File: src/sv/casqd_pkg.sv
// Shared types, codes and constants for the class-affinity queue dispatcher.
package casqd_pkg;

    localparam int QUEUE_DEPTH_DEF = 16;
    localparam int NUM_QUEUES      = 4;
    localparam int CODE_BITS       = 32;
    localparam int CODE_KEEP       = (CODE_BITS < 32) ? CODE_BITS : 32;

    typedef enum logic [1:0] {
        OP_ENQ = 2'd0,
        OP_DEQ = 2'd1,
        OP_LKP = 2'd2,
        OP_NOP = 2'd3
    } t_op;

    typedef enum logic [1:0] {
        ST_OK     = 2'd0,
        ST_FULL   = 2'd1,
        ST_EMPTY  = 2'd2,
        ST_BADCLS = 2'd3
    } t_status;

    typedef enum logic [1:0] {
        CLS_A = 2'd0,
        CLS_B = 2'd1,
        CLS_C = 2'd2,
        CLS_X = 2'd3
    } t_cls;

    typedef enum logic [2:0] {
        K_ENQ,
        K_DEQ,
        K_LKP,
        K_NOP,
        K_BAD
    } t_kind;

    typedef struct packed {
        logic [1:0]  operation;
        logic [31:0] job_code;
        logic [1:0]  job_class;
        logic [15:0] job_quantity;
        logic [1:0]  queue_select;
    } t_req;

    typedef struct packed {
        logic [1:0]  status;
        logic [1:0]  queue_index;
        logic        found;
        logic [31:0] out_code;
        logic [1:0]  out_class;
        logic [15:0] out_quantity;
        logic [4:0]  length_q0;
        logic [4:0]  length_q1;
        logic [4:0]  length_q2;
        logic [4:0]  length_q3;
    } t_res;

    typedef struct packed {
        t_kind                kind;
        logic [CODE_KEEP-1:0] code;
        logic [1:0]           cls;
        logic [15:0]          qty;
        logic [1:0]           sel;
    } t_cmd;

endpackage

File: src/sv/casqd_ram.sv
// Generic single-write, single-read RAM with registered read data.
module casqd_ram #(
    parameter int WIDTH = 8,
    parameter int DEPTH = 16
) (
    input  logic                     i_clk,
    input  logic                     i_we,
    input  logic [$clog2(DEPTH)-1:0] i_waddr,
    input  logic [WIDTH-1:0]         i_wdata,
    input  logic [$clog2(DEPTH)-1:0] i_raddr,
    output logic [WIDTH-1:0]         o_rdata
);
    logic [WIDTH-1:0] r_mem [DEPTH];

    always_ff @(posedge i_clk) begin
        if (i_we) begin
            r_mem[i_waddr] <= i_wdata;
        end
        o_rdata <= r_mem[i_raddr];
    end
endmodule

File: src/sv/casqd_front.sv
// Front end: takes requests, decodes them into commands and buffers two.
module casqd_front (
    input  logic           i_clk,
    input  logic           i_rst_n,
    input  logic           i_valid,
    output logic           o_stall,
    input  casqd_pkg::t_req i_req,
    output logic           o_cmd_valid,
    output casqd_pkg::t_cmd o_cmd,
    input  logic           i_pop
);
    import casqd_pkg::*;

    t_cmd       r_buf [2];
    logic       r_wp, r_rp;
    logic [1:0] r_cnt;
    t_cmd       w_cmd;
    logic       w_push;

    always_comb begin
        w_cmd.code = i_req.job_code[CODE_KEEP-1:0];
        w_cmd.cls  = i_req.job_class;
        w_cmd.qty  = i_req.job_quantity;
        w_cmd.sel  = i_req.queue_select;
        unique case (t_op'(i_req.operation))
            OP_ENQ:  w_cmd.kind = (t_cls'(i_req.job_class) == CLS_X) ? K_BAD : K_ENQ;
            OP_DEQ:  w_cmd.kind = K_DEQ;
            OP_LKP:  w_cmd.kind = K_LKP;
            OP_NOP:  w_cmd.kind = K_NOP;
            default: w_cmd.kind = K_NOP;
        endcase
    end

    assign o_stall     = (r_cnt == 2'd2);
    assign w_push      = i_valid && !o_stall;
    assign o_cmd_valid = (r_cnt != 2'd0);
    assign o_cmd       = r_buf[r_rp];

    always_ff @(posedge i_clk) begin
        if (w_push) begin
            r_buf[r_wp] <= w_cmd;
        end
        if (!i_rst_n) begin
            r_wp  <= 1'b0;
            r_rp  <= 1'b0;
            r_cnt <= 2'd0;
        end else begin
            if (w_push) r_wp <= !r_wp;
            if (i_pop)  r_rp <= !r_rp;
            r_cnt <= r_cnt + 2'(w_push) - 2'(i_pop);
        end
    end
endmodule

File: src/sv/casqd_back.sv
// Back end: runs commands against the four queues and holds the result register.
module casqd_back #(
    parameter int QUEUE_DEPTH = casqd_pkg::QUEUE_DEPTH_DEF
) (
    input  logic            i_clk,
    input  logic            i_rst_n,
    input  logic            i_cmd_valid,
    input  casqd_pkg::t_cmd i_cmd,
    output logic            o_pop,
    output logic            o_valid,
    input  logic            i_stall,
    output casqd_pkg::t_res o_res
);
    import casqd_pkg::*;

    localparam int PW = $clog2(QUEUE_DEPTH);
    localparam int AW = PW + 2;
    localparam int LW = $clog2(QUEUE_DEPTH + 1);
    localparam int DW = CODE_KEEP + 2 + 16;
    localparam logic [PW:0]   DEPTH_P = (PW+1)'(QUEUE_DEPTH);
    localparam logic [PW-1:0] LAST_P  = PW'(QUEUE_DEPTH - 1);
    localparam logic [LW-1:0] DEPTH_L = LW'(QUEUE_DEPTH);

    typedef enum logic [1:0] {S_IDLE, S_RD, S_SCAN} t_state;

    t_state         r_state, n_state;
    logic [PW-1:0]  r_head [NUM_QUEUES], n_head [NUM_QUEUES];
    logic [PW-1:0]  r_tail [NUM_QUEUES], n_tail [NUM_QUEUES];
    logic [LW-1:0]  r_len  [NUM_QUEUES], n_len  [NUM_QUEUES];
    logic           r_out_valid, n_out_valid;
    t_res           r_res, n_res;
    logic [1:0]     r_sel, n_sel;
    logic [CODE_KEEP-1:0] r_code, n_code;
    logic [AW:0]    r_idx, n_idx;
    logic           r_chk_v, n_chk_v;
    logic [AW-1:0]  r_chk_a, n_chk_a;
    logic           r_found, n_found;

    logic           we;
    logic [AW-1:0]  waddr, raddr;
    logic [DW-1:0]  wdata, rdata;
    logic           out_free, emit;
    logic [1:0]     q, lo;
    logic [1:0]     cq;
    logic [PW-1:0]  cp, ch;
    logic [PW:0]    off;
    logic           held;

    casqd_ram #(.WIDTH(DW), .DEPTH(NUM_QUEUES << PW)) u_ram (
        .i_clk  (i_clk),
        .i_we   (we),
        .i_waddr(waddr),
        .i_wdata(wdata),
        .i_raddr(raddr),
        .o_rdata(rdata)
    );

    function automatic logic [PW-1:0] advance(input logic [PW-1:0] p);
        return (p == LAST_P) ? '0 : p + PW'(1);
    endfunction

    assign out_free = !r_out_valid || !i_stall;

    // position of the checked entry relative to its queue head
    always_comb begin
        cq   = r_chk_a[AW-1:PW];
        cp   = r_chk_a[PW-1:0];
        ch   = r_head[cq];
        off  = (cp >= ch) ? ({1'b0, cp} - {1'b0, ch}) : ({1'b0, cp} + DEPTH_P - {1'b0, ch});
        held = ({1'b0, cp} < DEPTH_P) && (off < (PW+1)'(r_len[cq]));
    end

    always_comb begin
        n_state     = r_state;
        n_head      = r_head;
        n_tail      = r_tail;
        n_len       = r_len;
        n_out_valid = r_out_valid && i_stall;
        n_res       = r_res;
        n_sel       = r_sel;
        n_code      = r_code;
        n_idx       = r_idx;
        n_chk_v     = 1'b0;
        n_chk_a     = r_chk_a;
        n_found     = r_found;
        o_pop       = 1'b0;
        we          = 1'b0;
        waddr       = '0;
        wdata       = {i_cmd.code, i_cmd.cls, i_cmd.qty};
        raddr       = r_idx[AW-1:0];
        emit        = 1'b0;
        lo          = (t_cls'(i_cmd.cls) == CLS_A) ? 2'd0 : 2'd1;
        q           = (t_cls'(i_cmd.cls) == CLS_C) ? 2'd2 :
                      ((r_len[lo] <= r_len[3]) ? lo : 2'd3);

        unique case (r_state)
            S_IDLE: begin
                if (i_cmd_valid && out_free) begin
                    o_pop = 1'b1;
                    n_res = '0;
                    unique case (i_cmd.kind)
                        K_ENQ: begin
                            n_res.queue_index = q;
                            emit = 1'b1;
                            if (r_len[q] >= DEPTH_L) begin
                                n_res.status = ST_FULL;
                            end else begin
                                we        = 1'b1;
                                waddr     = {q, r_tail[q]};
                                n_tail[q] = advance(r_tail[q]);
                                n_len[q]  = r_len[q] + LW'(1);
                            end
                        end
                        K_DEQ: begin
                            n_sel = i_cmd.sel;
                            if (r_len[i_cmd.sel] == '0) begin
                                n_res.status      = ST_EMPTY;
                                n_res.queue_index = i_cmd.sel;
                                emit = 1'b1;
                            end else begin
                                raddr   = {i_cmd.sel, r_head[i_cmd.sel]};
                                n_state = S_RD;
                            end
                        end
                        K_LKP: begin
                            n_code  = i_cmd.code;
                            n_idx   = '0;
                            n_found = 1'b0;
                            n_state = S_SCAN;
                        end
                        K_BAD: begin
                            n_res.status = ST_BADCLS;
                            emit = 1'b1;
                        end
                        K_NOP: emit = 1'b1;
                        default: emit = 1'b1;
                    endcase
                end
            end
            S_RD: begin
                n_res.status       = ST_OK;
                n_res.queue_index  = r_sel;
                n_res.out_code     = 32'(rdata[DW-1 -: CODE_KEEP]);
                n_res.out_class    = rdata[17:16];
                n_res.out_quantity = rdata[15:0];
                n_head[r_sel]      = advance(r_head[r_sel]);
                n_len[r_sel]       = r_len[r_sel] - LW'(1);
                emit    = 1'b1;
                n_state = S_IDLE;
            end
            S_SCAN: begin
                // issue one address a cycle, compare it the cycle after
                if (!r_idx[AW]) begin
                    n_chk_v = 1'b1;
                    n_chk_a = r_idx[AW-1:0];
                    n_idx   = r_idx + (AW+1)'(1);
                end
                if (r_chk_v && held && (rdata[DW-1 -: CODE_KEEP] == r_code)) begin
                    n_found = 1'b1;
                end
                if (r_idx[AW] && !r_chk_v) begin
                    n_res.found = r_found;
                    emit    = 1'b1;
                    n_state = S_IDLE;
                end
            end
            default: n_state = S_IDLE;
        endcase

        if (emit) begin
            n_out_valid     = 1'b1;
            n_res.length_q0 = 5'(n_len[0]);
            n_res.length_q1 = 5'(n_len[1]);
            n_res.length_q2 = 5'(n_len[2]);
            n_res.length_q3 = 5'(n_len[3]);
        end
    end

    always_ff @(posedge i_clk) begin
        r_res   <= n_res;
        r_sel   <= n_sel;
        r_code  <= n_code;
        r_chk_a <= n_chk_a;
        r_found <= n_found;
        if (!i_rst_n) begin
            r_state     <= S_IDLE;
            r_out_valid <= 1'b0;
            r_idx       <= '0;
            r_chk_v     <= 1'b0;
            for (int i = 0; i < NUM_QUEUES; i++) begin
                r_head[i] <= '0;
                r_tail[i] <= '0;
                r_len[i]  <= '0;
            end
        end else begin
            r_state     <= n_state;
            r_out_valid <= n_out_valid;
            r_idx       <= n_idx;
            r_chk_v     <= n_chk_v;
            r_head      <= n_head;
            r_tail      <= n_tail;
            r_len       <= n_len;
        end
    end

    assign o_valid = r_out_valid;
    assign o_res   = r_res;
endmodule

File: src/sv/class_affinity_shortest_queue_dispatch.sv
// Four-queue job dispatcher: enqueue A/B to the shorter of queue 0/1 and 3, C to queue 2;
// dequeue; code lookup. Enqueue and rejected results: one per cycle unless i_stall holds.
// Dequeue: the job store's registered read port adds state S_RD before the result.
// Lookup: one store entry is compared per cycle.
// Up to two requests are buffered ahead of the execution unit.
// Synchronous reset empties all queues; the job store itself is not cleared.
module class_affinity_shortest_queue_dispatch #(
    parameter int QUEUE_DEPTH = casqd_pkg::QUEUE_DEPTH_DEF
) (
    input  logic            i_clk,
    input  logic            i_rst_n,
    input  logic            i_valid,
    output logic            o_stall,
    input  casqd_pkg::t_req i_req,
    output logic            o_valid,
    input  logic            i_stall,
    output casqd_pkg::t_res o_res
);
    import casqd_pkg::*;

    logic cmd_valid, pop;
    t_cmd cmd;

    casqd_front u_front (
        .i_clk      (i_clk),
        .i_rst_n    (i_rst_n),
        .i_valid    (i_valid),
        .o_stall    (o_stall),
        .i_req      (i_req),
        .o_cmd_valid(cmd_valid),
        .o_cmd      (cmd),
        .i_pop      (pop)
    );

    casqd_back #(.QUEUE_DEPTH(QUEUE_DEPTH)) u_back (
        .i_clk      (i_clk),
        .i_rst_n    (i_rst_n),
        .i_cmd_valid(cmd_valid),
        .i_cmd      (cmd),
        .o_pop      (pop),
        .o_valid    (o_valid),
        .i_stall    (i_stall),
        .o_res      (o_res)
    );

    a_pop_nonempty: assert property (@(posedge i_clk) disable iff (!i_rst_n)
        pop |-> cmd_valid) else $error("command popped from empty buffer");

    a_empty_len: assert property (@(posedge i_clk) disable iff (!i_rst_n)
        (o_valid && o_res.status == ST_EMPTY) |->
            (o_res.queue_index == 2'd0 && o_res.length_q0 == 5'd0) ||
            (o_res.queue_index == 2'd1 && o_res.length_q1 == 5'd0) ||
            (o_res.queue_index == 2'd2 && o_res.length_q2 == 5'd0) ||
            (o_res.queue_index == 2'd3 && o_res.length_q3 == 5'd0))
        else $error("empty status on nonempty queue");

    a_bad_clean: assert property (@(posedge i_clk) disable iff (!i_rst_n)
        (o_valid && o_res.status == ST_BADCLS) |->
            (o_res.queue_index == 2'd0 && !o_res.found))
        else $error("dropped request carries queue or lookup data");
endmodule
File: config.mk
export PLATFORM = sky130hd
export DESIGN_NAME = class_affinity_shortest_queue_dispatch
export DESIGN_NICKNAME = d
export VERILOG_FILES = /design/src/sv/casqd_pkg.sv /design/src/sv/casqd_ram.sv /design/src/sv/casqd_front.sv /design/src/sv/casqd_back.sv /design/src/sv/class_affinity_shortest_queue_dispatch.sv
export SDC_FILE = /design/constraint.sdc
export NUM_CORES = 2
export LEC_CHECK = 0
export ABC_CLOCK_PERIOD_IN_PS = 9600
export BUFFER_PORTS_ARGS = -buffer_cell sky130_fd_sc_hd__buf_2
export CAP_MARGIN = 20
export CORE_ASPECT_RATIO = 1.25
export CORE_MARGIN = 3
export CORE_UTILIZATION = 44
export DETAILED_ROUTE_END_ITERATION = 8
export PLACE_DENSITY = 0.61
export SYNTH_ARGS = -nofsm -noshare
export SYNTH_HDL_FRONTEND = slang
export SYNTH_HIERARCHICAL = 1
export SYNTH_SLANG_ARGS = --single-unit
File: constraint.sdc
create_clock -name i_clk -period 9.6 [get_ports i_clk]
set_input_delay 0.96 -clock i_clk [delete_from_list [all_inputs] [get_ports i_clk]]
set_output_delay 0.96 -clock i_clk [all_outputs]
set_load 0.02 [all_outputs]
==> out/qor.yml <==
post-place-ws_ns: 2.167
die_w_um: 505.6
synth_cell_types: 75
relSlewSlack_pct: 20.75
post-cts-setup-buffer-count: 0
synth_seq_cells: 3544
yosysWarnings: 6
io_pins: 135
synth-seq-area-share_pct: 76.67
tightestPinTransition_ns: 1.189
synthAdderAreaFrac_pct: 0.1969
min_to: "u_front/r_buf[1][13]"
start_util_pct: 44.35
die_h_um: 630.5
cts_max_path_buffers: 4
critPathArrivalTime_ns: 7.90
drtAntennaViolNets: 0
syn_avg_cell_area_um2: 21.20
fill_cells: 24540
numCtsBuffers: 344
whs_path_depth: 1
syn_area_mm2: 0.1373
tritoncts: "built"
grt_max_degree: 99
path_clk_slew_ns: 0.06
yosys-top-cells-area: "edfxtp_1, mux4_2, mux2_2, dfxtp_1, mux2i_1"
nets: 6880
rows: 228
fin_crit_sh_pct: 77.21
setup_slack_ns: 2.187
antenna_found_initial: 33
synth_fp_nets: 6554
via_per_inst: 6.158
ctsHoldBuffers: 0
fin_setup_tns_ns: 0
max_freq_mhz: 134.9
finalMaxSlewViolations: 0
drt_iter0_drc: 8536
yosysTopAreaCell: "edfxtp_1"
hold_path.class: "input port to flip-flop"
wl_per_cell_um: 34.46
synth_async_sr_flop_share_pct: 0
drive_gt1_share_pct: 28.28
grt_pass1_vias: 69620
synth_top_family_by_area: "multiplexers"
status: "finished, final reports clean"
htree_levels: 5
rr_endpoint: "u_back/u_ram/r_mem[14][23]"
rsz0062_at_grt: "false"
critPathLaunchType: "flip-flop"
whs_ns: 0.2494
core_area_mm2: 0.3095
critPathMaxFanout: 76
critical_path_required_ns: 10.09
cts_root_buf: "clkbuf_16"
yosys.area_share.simple_pct: 2.014
synth_ff_type: "edfxtp_1"
drc: 0
setup_viol: 0
syn-instance-count: 6475
p_per_area_mw_per_mm2: 243.7
wl_mm: 387.2
synth_edf_count: 3426
final_util_pct: 49.96
hold_viol: 0
ir_drop_mv: 0.1856
synth-compound-area-share_pct: 3.469
grt-ovfl-total: 0
hp-start: "i_req[13]"
r2r_setup_slack_ns: 2.19
reg2regPathDepth: 14
yosysTopAreaCellShare_pct: 74.95
setup.worst_path.end_class: "flip-flop"
fin_area_mm2: 0.1546
place.port_buffers: 134
postCtsResizedCells: 0
numClockSinks: 3544
firstDrtPassIters: 6
dpl.hpwl_mm: 234.1
min_period_ns: 7.413
cellLeakagePower_nw: 47.15
grtUsageTotal_pct: 23.95
die_area_mm2: 0.3187
cap_violations: 0
place_area_mm2: 0.1436
vias: 69190
grt_pass1_wl_mm: 542.3
clk_latency_ns: 0.92
synth-xor-area-share_pct: 0.3190
area_delta_synth_final_pct: 12.66
crit_type: "flip-flop to flip-flop"
gp_congestion: 0.8825
synth_mux_area_share_pct: 15.64
fin_skew_ns: 0.06701
==> final cells by class <==
| class | instances | area (um^2) | area share (%) |
|---|---|---|---|
| Multi-Input combinational cell | 2527 | 30370 | 19.64 |
| Clock inverter | 171 | 1584 | 1.024 |
| Inverter | 37 | 138.9 | 0.08981 |
| Timing Repair Buffer | 347 | 2735 | 1.769 |
| Clock buffer | 454 | 9350 | 6.047 |
| Sequential cell | 3544 | 105200 | 68.06 |
| Antenna cell | 16 | 40.04 | 0.02589 |
| Tap cell | 4140 | 5180 | 3.350 |
==> state kept, by name, indices dropped and copies added (netlist names), 7 cells and up, named ones only <==
signal	cells
u_back/r_tail	16
u_back/o_res	75
u_back/u_ram/o_rdata	50
u_back/u_ram/r_mem	3200
u_back/r_head	16
u_back/r_len	20
u_back/r_code	32
u_back/r_idx	7
u_front/r_buf	110
==> cell usage after synthesis, types with 21 or more instances <==
cell type,n
a22oi_1,28
nor3_1,39
nand2_1,148
and2_1,66
buf_1,23
mux2_4,50
a211oi_1,41
nand2b_1,21
nand3_1,26
dfxtp_1,118
mux4_2,690
xnor2_1,38
buf_6,49
buf_4,66
o31ai_1,27
clkbuf_1,141
nor2_1,155
buf_2,82
mux2i_1,155
a22o_1,38
a221oi_1,97
o221ai_1,28
mux2_2,315
a21oi_1,103
edfxtp_1,3426
inv_1,37
o22ai_1,173
o21ai_0,77
==> how the worst max path moves through the flow <==
stage                         start                          to  depth (start not counted)
after floorplan           flip-flop   u_back/u_ram/r_mem[44][0]                         15
after global placement    flip-flop   u_back/u_ram/r_mem[6][24]                         14
after detailed placement  flip-flop    u_back/u_ram/r_mem[6][8]                         14
after CTS                 flip-flop   u_back/u_ram/r_mem[6][37]                         14
after global routing      flip-flop   u_back/u_ram/r_mem[17][6]                         13
final                     flip-flop  u_back/u_ram/r_mem[14][23]                         14
==> where the power goes <==
part	internal (mW)	total (mW)	switching (mW)	leakage, nW
Combinational	1.64	5.46	3.81	9.95
Sequential	18.6	19.0	0.358	31.9
Clock	7.49	13.3	5.78	5.33
==> metrics by stage <==
stage,power [mW],std cells
2_1_floorplan,22.47,6475
3_3_place_gp,24.72,10590
3_5_place_dp,24.85,10590
4_1_cts,38.02,11220
5_1_grt,38.91,11220
6_report,37.69,11240
==> routing by layer <==
metal / wire length [um] / vias up / global-route usage, %
li1: - / 27730 / -
met1: 147400 / 37370 / 31.70
met2: 193500 / 3470 / 40.01
met3: 32540 / 613 / 4.434
met4: 13740 / 4 / 8.151
met5: 33 / - / 0
==> logic make-up (layout without fill, tap and decap cells) <==
kind of cell,after synthesis,count (layout)
buffers and inverters,404,1009
other,0,16
AOI/OAI and AO/OA,684,684
muxes,1213,1213
and+or+nand+nor,559,559
xor gates and xnor gates,50,50
adders and majority gates,21,21
DFF,3544,3544
==> cell usage in the layout, fill, tap and decap left out, types with 34 or more instances in the layout <==
cell type and instances:
clkinv_1 51, mux2_4 52, a22o_1 37, and2_1 64
dfxtp_1 117, a211oi_1 41, mux2_2 309, nor2_4 60
nand2_1 147, clkbuf_16 351, clkinv_2 61, buf_12 34
o21ai_0 77, inv_1 36, buf_4 177, o22ai_1 173
mux2i_1 155, a221oi_1 97, a21oi_1 101, nor2_1 95
edfxtp_1 3426, mux4_2 690, clkbuf_1 85, buf_2 134
xnor2_1 38
==> worst max-delay path, stage by stage, from the launching register on <==
cell and delay [ns]:
dfxtp_4 0.72, mux2_4 0.61, nor2_1 0.59, mux2_2 0.40
ha_1 0.29, nand2b_1 0.08, a211o_1 0.38, a211o_1 0.41
o221ai_1 0.80, nor2_1 0.16, buf_4 0.27, nor2b_1 0.27
nand3_1 0.50, nor2_4 0.88, buf_4 0.57
No activity file was read; power rests on OpenSTA's default activity.
